[config.mk]
export PLATFORM = sky130hd
export DESIGN_NAME = ktbl_ctrl
export DESIGN_NICKNAME = d
export VERILOG_FILES = /design/src/ktbl_pkg.sv /design/src/ktbl_ctrl.sv
export SDC_FILE = /design/constraint.sdc
export NUM_CORES = 1
export LEC_CHECK = 0
export BUFFER_PORTS_ARGS = -buffer_cell sky130_fd_sc_hd__buf_2
export CAP_MARGIN = 25
export CORE_MARGIN = 5
export CORE_UTILIZATION = 25
export CTS_BUF_LIST = sky130_fd_sc_hd__clkbuf_4 sky130_fd_sc_hd__clkbuf_8
export DETAILED_ROUTE_END_ITERATION = 7
export GPL_TIMING_DRIVEN = 0
export PLACE_DENSITY_LB_ADDON = 0.15
export SYNTH_ARGS = -nofsm -noshare
export SYNTH_HDL_FRONTEND = slang
export SYNTH_SLANG_ARGS = --single-unit
[constraint.sdc]
create_clock -name clk -period 1.55 [get_ports clk]
set_input_delay 0.31 -clock clk [delete_from_list [all_inputs] [get_ports clk]]
set_output_delay 0.31 -clock clk [all_outputs]
set_load 0.01 [all_outputs]
[src/ktbl_pkg.sv]
// Shared types, codes and constants of the keyed token bucket limiter.
package ktbl_pkg;

  localparam int DEFAULT_SLOTS = 1024;
  localparam int CFG_IDX_W     = 2;
  localparam int CFG_DATA_W    = 32;
  localparam int LIMIT_W       = 10;
  localparam int RETRY_W       = 48;
  localparam int RATE_W        = 32;
  localparam int DIV_CNT_W     = 6;

  // Configuration register indexes
  localparam logic [CFG_IDX_W-1:0] CFG_BURST_CAP   = 2'd0;
  localparam logic [CFG_IDX_W-1:0] CFG_REFILL_RATE = 2'd1;
  localparam logic [CFG_IDX_W-1:0] CFG_ENTRY_LIMIT = 2'd2;

  localparam logic [31:0]        CAP_RESET   = 32'd655360;
  localparam logic [31:0]        RATE_RESET  = 32'd65536;
  localparam logic [LIMIT_W-1:0] LIMIT_RESET = 10'd768;

  localparam logic OP_ACQUIRE = 1'b0;
  localparam logic OP_CLEAR   = 1'b1;

  typedef enum logic [1:0] {
    ST_OK      = 2'd0,
    ST_LIMITED = 2'd1,
    ST_INVALID = 2'd2
  } status_t;

  typedef struct packed {
    logic        opcode;
    logic [63:0] flow_key;
    logic [31:0] key_hash;
    logic [31:0] timestamp;
    logic [31:0] cost;
  } in_item_t;

  typedef struct packed {
    status_t             status;
    logic [RETRY_W-1:0]  retry_ticks;
    logic [LIMIT_W-1:0]  tracked_count;
  } out_item_t;

  typedef struct packed {
    logic        valid;
    logic [63:0] key;
    logic [31:0] hash;
    logic [31:0] tokens;
    logic [31:0] last_time;
  } slot_row_t;

  typedef enum logic [2:0] {
    WR_NONE,
    WR_CLR_CUR,
    WR_CLR_NEW,
    WR_ROW_CUR,
    WR_INS,
    WR_ROW_NEW
  } wr_kind_t;

  typedef struct packed {
    logic     capture;
    logic     slot_ld_hash;
    logic     slot_clr;
    logic     slot_inc;
    logic     np_ld_hash;
    logic     np_clr;
    logic     np_inc;
    logic     rd_new;
    logic     cap_row;
    logic     mul;
    logic     refill;
    wr_kind_t wr_kind;
    logic     scan_clr;
    logic     scan_upd;
    logic     set_drop;
    logic     cnt_clr;
    logic     cnt_inc;
    logic     live_clr;
    logic     live_inc;
    logic     live_ld_cnt;
    logic     bank_flip;
    logic     div_start;
    logic     res_set;
    status_t  res_status;
    logic     out_load;
  } dp_cmd_t;

  typedef struct packed {
    logic op_clear;
    logic cost_bad;
    logic rd_valid;
    logic rd_hit;
    logic slot_last;
    logic np_last;
    logic enough;
    logic has_room;
    logic skip;
    logic any;
    logic drop_en;
    logic div_busy;
    logic out_free;
  } dp_sts_t;

  typedef enum logic [5:0] {
    S_RST, S_INIT, S_IDLE, S_DEC, S_CLEAR,
    S_LK_RD, S_LK_CHK, S_F_MUL, S_F_REF, S_F_DEBIT, S_DIV,
    S_NF, S_INS,
    S_SC_RD, S_SC_CHK, S_SC_MUL, S_SC_REF, S_SC_UPD, S_SC_NXT, S_SC_END,
    S_CN,
    S_CP_RD, S_CP_CHK, S_CP_MUL, S_CP_REF, S_CP_EVAL, S_CP_PRD, S_CP_PCHK,
    S_CP_NXT, S_CP_FIN,
    S_ROOMCK, S_RELOOK, S_FIN
  } ctrl_state_t;

endpackage

[src/ktbl_ctrl.sv]
// Controller: sequences lookup, debit, insert, room making, compaction and clear.
module ktbl_ctrl
  import ktbl_pkg::*;
(
  input  logic    clk,
  input  logic    rst_n,
  input  logic    in_valid,
  output logic    in_ready,
  input  dp_sts_t sts,
  output dp_cmd_t cmd
);

  ctrl_state_t state_r, state_nxt;
  logic        room_done_r, room_done_nxt;

  always_ff @(posedge clk) begin
    if (!rst_n) begin
      state_r     <= S_RST;
      room_done_r <= 1'b0;
    end else begin
      state_r     <= state_nxt;
      room_done_r <= room_done_nxt;
    end
  end

  // Next state
  always_comb begin
    state_nxt     = state_r;
    room_done_nxt = room_done_r;
    unique case (state_r)
      S_RST:     state_nxt = S_INIT;
      S_INIT:    if (sts.slot_last) state_nxt = S_IDLE;
      S_IDLE: begin
        if (in_valid) begin
          state_nxt     = S_DEC;
          room_done_nxt = 1'b0;
        end
      end
      S_DEC: begin
        if (sts.op_clear)      state_nxt = S_CLEAR;
        else if (sts.cost_bad) state_nxt = S_FIN;
        else                   state_nxt = S_LK_RD;
      end
      S_CLEAR:   if (sts.slot_last) state_nxt = S_FIN;
      S_LK_RD:   state_nxt = S_LK_CHK;
      S_LK_CHK: begin
        if (!sts.rd_valid)   state_nxt = S_NF;
        else if (sts.rd_hit) state_nxt = S_F_MUL;
        else                 state_nxt = S_LK_RD;
      end
      S_F_MUL:   state_nxt = S_F_REF;
      S_F_REF:   state_nxt = S_F_DEBIT;
      S_F_DEBIT: state_nxt = sts.enough ? S_FIN : S_DIV;
      S_DIV:     if (!sts.div_busy) state_nxt = S_FIN;
      S_NF:      state_nxt = (room_done_r || sts.has_room) ? S_INS : S_SC_RD;
      S_INS:     state_nxt = S_FIN;
      S_SC_RD:   state_nxt = S_SC_CHK;
      S_SC_CHK:  state_nxt = sts.rd_valid ? S_SC_MUL : S_SC_NXT;
      S_SC_MUL:  state_nxt = S_SC_REF;
      S_SC_REF:  state_nxt = S_SC_UPD;
      S_SC_UPD:  state_nxt = S_SC_NXT;
      S_SC_NXT:  state_nxt = sts.slot_last ? S_SC_END : S_SC_RD;
      S_SC_END: begin
        if (sts.any) begin
          state_nxt = S_CN;
        end else begin
          state_nxt     = S_LK_RD;
          room_done_nxt = 1'b1;
        end
      end
      S_CN:      if (sts.np_last) state_nxt = S_CP_RD;
      S_CP_RD:   state_nxt = S_CP_CHK;
      S_CP_CHK:  state_nxt = sts.rd_valid ? S_CP_MUL : S_CP_NXT;
      S_CP_MUL:  state_nxt = S_CP_REF;
      S_CP_REF:  state_nxt = S_CP_EVAL;
      S_CP_EVAL: state_nxt = sts.skip ? S_CP_NXT : S_CP_PRD;
      S_CP_PRD:  state_nxt = S_CP_PCHK;
      S_CP_PCHK: state_nxt = sts.rd_valid ? S_CP_PRD : S_CP_NXT;
      S_CP_NXT:  state_nxt = sts.slot_last ? S_CP_FIN : S_CP_RD;
      S_CP_FIN: begin
        if (sts.drop_en) begin
          state_nxt     = S_RELOOK;
          room_done_nxt = 1'b1;
        end else begin
          state_nxt = S_ROOMCK;
        end
      end
      S_ROOMCK: begin
        if (sts.has_room) begin
          state_nxt     = S_RELOOK;
          room_done_nxt = 1'b1;
        end else begin
          state_nxt = S_SC_RD;
        end
      end
      S_RELOOK:  state_nxt = S_LK_RD;
      S_FIN:     if (sts.out_free) state_nxt = S_IDLE;
      default:   state_nxt = S_RST;
    endcase
  end

  // Commands to the datapath
  always_comb begin
    cmd      = '0;
    in_ready = 1'b0;
    unique case (state_r)
      S_RST: cmd.slot_clr = 1'b1;
      S_INIT, S_CLEAR: begin
        cmd.wr_kind  = WR_CLR_CUR;
        cmd.slot_inc = 1'b1;
      end
      S_IDLE: begin
        in_ready    = 1'b1;
        cmd.capture = in_valid;
      end
      S_DEC: begin
        if (sts.op_clear) begin
          cmd.live_clr   = 1'b1;
          cmd.slot_clr   = 1'b1;
          cmd.res_set    = 1'b1;
          cmd.res_status = ST_OK;
        end else if (sts.cost_bad) begin
          cmd.res_set    = 1'b1;
          cmd.res_status = ST_INVALID;
        end else begin
          cmd.slot_ld_hash = 1'b1;
        end
      end
      S_LK_CHK: begin
        cmd.cap_row  = 1'b1;
        cmd.slot_inc = sts.rd_valid && !sts.rd_hit;
      end
      S_F_MUL, S_SC_MUL, S_CP_MUL: cmd.mul = 1'b1;
      S_F_REF, S_SC_REF, S_CP_REF: cmd.refill = 1'b1;
      S_F_DEBIT: begin
        cmd.wr_kind    = WR_ROW_CUR;
        cmd.res_set    = 1'b1;
        cmd.res_status = sts.enough ? ST_OK : ST_LIMITED;
        cmd.div_start  = !sts.enough;
      end
      S_NF: begin
        if (!(room_done_r || sts.has_room)) begin
          cmd.scan_clr = 1'b1;
          cmd.slot_clr = 1'b1;
        end
      end
      S_INS: begin
        cmd.wr_kind    = WR_INS;
        cmd.live_inc   = 1'b1;
        cmd.res_set    = 1'b1;
        cmd.res_status = ST_OK;
      end
      S_SC_CHK, S_CP_CHK: cmd.cap_row = 1'b1;
      S_SC_UPD: cmd.scan_upd = 1'b1;
      S_SC_NXT, S_CP_NXT: cmd.slot_inc = 1'b1;
      S_SC_END: begin
        if (sts.any) begin
          cmd.set_drop = 1'b1;
          cmd.np_clr   = 1'b1;
          cmd.cnt_clr  = 1'b1;
        end else begin
          cmd.slot_ld_hash = 1'b1;
        end
      end
      S_CN: begin
        cmd.wr_kind = WR_CLR_NEW;
        cmd.np_inc  = 1'b1;
      end
      S_CP_EVAL: cmd.np_ld_hash = !sts.skip;
      S_CP_PRD: cmd.rd_new = 1'b1;
      S_CP_PCHK: begin
        cmd.rd_new = 1'b1;
        if (sts.rd_valid) begin
          cmd.np_inc = 1'b1;
        end else begin
          cmd.wr_kind = WR_ROW_NEW;
          cmd.cnt_inc = 1'b1;
        end
      end
      S_CP_FIN: begin
        cmd.bank_flip   = 1'b1;
        cmd.live_ld_cnt = 1'b1;
      end
      S_ROOMCK: cmd.scan_clr = !sts.has_room;
      S_RELOOK: cmd.slot_ld_hash = 1'b1;
      S_FIN: cmd.out_load = sts.out_free;
      default: ;
    endcase
  end

endmodule

==> results.yml <==
yosys:
  async_flop_share: 0
  synthFlopType: "dfxtp_1"
  synth-edff-count: 0
  yosys_warnings: 0
  syn-cell-area_sq_um: 1390
  postSynthAreaPerCell_sq_um: 6.619
  synth_fp_nets: 226
  yosys.cell_types.count: 50
  synthCells: 210
  ys_seq_elements: 7
  yosysSeqAreaShare: 0.1008
power:
  total_power_uw: 3759
  powerDensity_nw_per_um2: 1276
  p_leak_uw: 0.001277
  ir_drop_v: 0.0004276
timing:
  fin_crit_sh: 1.192
  rsz0062_at_grt: "true"
  tightestPinTransition_ps: 528.0
  finalHoldViolations: 0
  fin_tns_setup_ps: -7760
  setup_slack_ps: -296.9
  maxSlewViolCount: 0
  finalCriticalPeriod_ps: 1847
  slew_headroom: 0.6480
  fmax_ghz: 0.5415
  setup_viol: 35
  finClkSkew_ps: 1.036
clock_tree:
  cts_tree: "yes"
  cts_made_buffers: 3
  clockBufferDepth: 2
  insertion_delay_ps: 230
  clk_pin_slew_ps: 40
  htreeDepth: 1
  numClockSinks: 7
  cts-root-buf: "clkbuf_8"
place:
  portBuffers: 43
  place.gp.congestion: 0.8942
  dp_hpwl_um: 4640
job:
  maxCapViolations: 0
layout:
  final_common_cell: "buf_4"
  antennaDiodeCount: 0
  fillCellCount: 467
  nets: 335
  most-common-layout-cells: "44 x buf_4, 35 x buf_6, 31 x buf_2"
  drive_above_1_share: 0.6541
  syn2layout_area_growth_pct: 111.9
detailed_routing:
  first_pass_iters: 5
  drtIter0Drc: 322
  ant_nets: 0
  wl_per_cell_um: 20.18
  viasPerCell: 5.728
  wirelength_um: 7871
  vias: 2234
  drc: 0
worst_setup_path:
  cp_data_arrival_time_ps: 1540
  reg2regPathDepth: 10
  critPathCapture: "cmd[26]"
  startpoint: "state_r[2]"
  crit_slowest_cell: "dfxtp_2"
  slowest_delay_ps: 330
  path_cells: "buf_6, buf_12, buf_12, o31ai_4, and3_4, buf_6"
  rr_endpoint: "state_r[1]"
  endpoint_kind: "output port"
  rrSetupSlack_ps: -280
  worst-path-max-fanout: 7
  r2r_start: "state_r[2]"
  crit_type: "reg2out"
  startpoint_type: "register"
  cp.required_ps: 1240
grt:
  grt_pass1_wl_um: 10940
  grt_antenna_before_repair: 0
  track_usage: 0.1903
  grt.overflow.total: 0
  grt_max_degree: 11
  grt_pass1_vias: 2086
floorplanning:
  core_area_sq_um: 5439
  start_util: 0.2556
  rows: 27
  io_pins: 45
  dieArea_sq_um: 7151
  fp.dieW_um: 84.57
  die_y_um: 84.57
run_status:
  violations: "setup timing"
  status: "complete, but fails checks"
hold_path:
  hp-class: "in2reg"
[cell type report]
cell class / instances / area, sq um / share of cell area
buffer: 22 / 267.8 / 0.09091
clock buffer: 4 / 48.80 / 0.01657
inverter: 8 / 32.53 / 0.01105
multi-input combinational: 172 / 1444 / 0.4902
sequential: 7 / 155.1 / 0.05268
tap: 72 / 90.09 / 0.03059
timing repair buffer: 105 / 907.1 / 0.3080
[repair_timing]
| item | in CTS | in global routing |
|---|---|---|
| endpoints found under the setup margin | 36 | 36 |
| hold buffers | 0 | 0 |
| pin swaps | 29 | 25 |
| gates cloned | 3 | 2 |
| setup buffers | 33 | 24 |
| gates resized for setup | 98 | 62 |
| hold endpoints to repair | 0 | 0 |
[cells in the mapped netlist (all sizes together), types with 4 or more instances]
cell type / instances / area (sq um)
or2: 4 / 27.53
a31oi: 4 / 31.28
nor3: 14 / 70.07
dfxtp: 7 / 140.1
nand3: 11 / 55.05
nand2b: 12 / 82.58
and3: 4 / 35.03
a21oi: 17 / 88.84
o211ai: 5 / 37.54
nor2: 21 / 83.83
nand2: 23 / 86.33
inv: 8 / 30.03
nor4: 6 / 67.56
buf: 21 / 156.4
nor2b: 5 / 41.29
o311ai: 4 / 35.04
o21ai: 13 / 65.06
[routing by layer]
metal  part of all wire  vias to the layer above  track usage
li1                   -                      981            -
met1               0.40                     1031       0.2416
met2               0.46                      175       0.3039
met3              0.086                       47      0.04122
met4              0.062                        0      0.09065
met5                  0                        -            0
[power by group]
group / total, uW / internal [uW] / switching [uW]
registers: 271 / 228 / 43.0
clock network: 282 / 196 / 86.1
logic: 3210 / 1620 / 1580
total: 3760 / 2050 / 1710
[flip-flops by register name, indices dropped and copies added (netlist names)]
| signal | flops |
|---|---|
| state_r | 6 |
| room_done_r | 1 |
[stage by stage]
stage	hold slack [ps]	setup slack [ps]	util	std cells	cell area (sq um)
after floorplan	424.6	-29.01	-	210	1411
after detailed placement	571.9	-423.5	0.3156	325	1717
after global placement	567.4	-525.9	0.3156	325	1717
after CTS	386.3	-281.0	0.4539	365	2469
after global routing	395.4	-341.2	0.5415	390	2945
final	376.3	-296.9	0.5415	390	2945
[critical path: cells and delay by family (launching register included)]
| family | cells | cell delay, ps |
|---|---|---|
| buf+inv | 4 | 500 |
| flops | 1 | 330 |
| compound gates | 1 | 230 |
| simple gates | 1 | 230 |
[kinds of logic after synthesis]
family,count (synthesis),synth area share
AO/OA/AOI/OAI,56,0.2583
flip-flops,7,0.1008
buffers and inverters,31,0.1395
multiplexers,2,0.01440
AND/OR/NAND/NOR,114,0.4869
[how the worst min path moves through the flow]
stage                  end  depth (start not counted)        start  slack [ps]
2_1_floorplan   state_r[1]                          2        rst_n         420
3_3_place_gp   room_done_r                          2  room_done_r         570
3_5_place_dp   room_done_r                          2  room_done_r         570
4_1_cts         state_r[0]                          3        rst_n         390
5_1_grt         state_r[5]                          2        rst_n         400
6_report        state_r[5]                          2        rst_n         380
(Power assumes the default switching activity.)
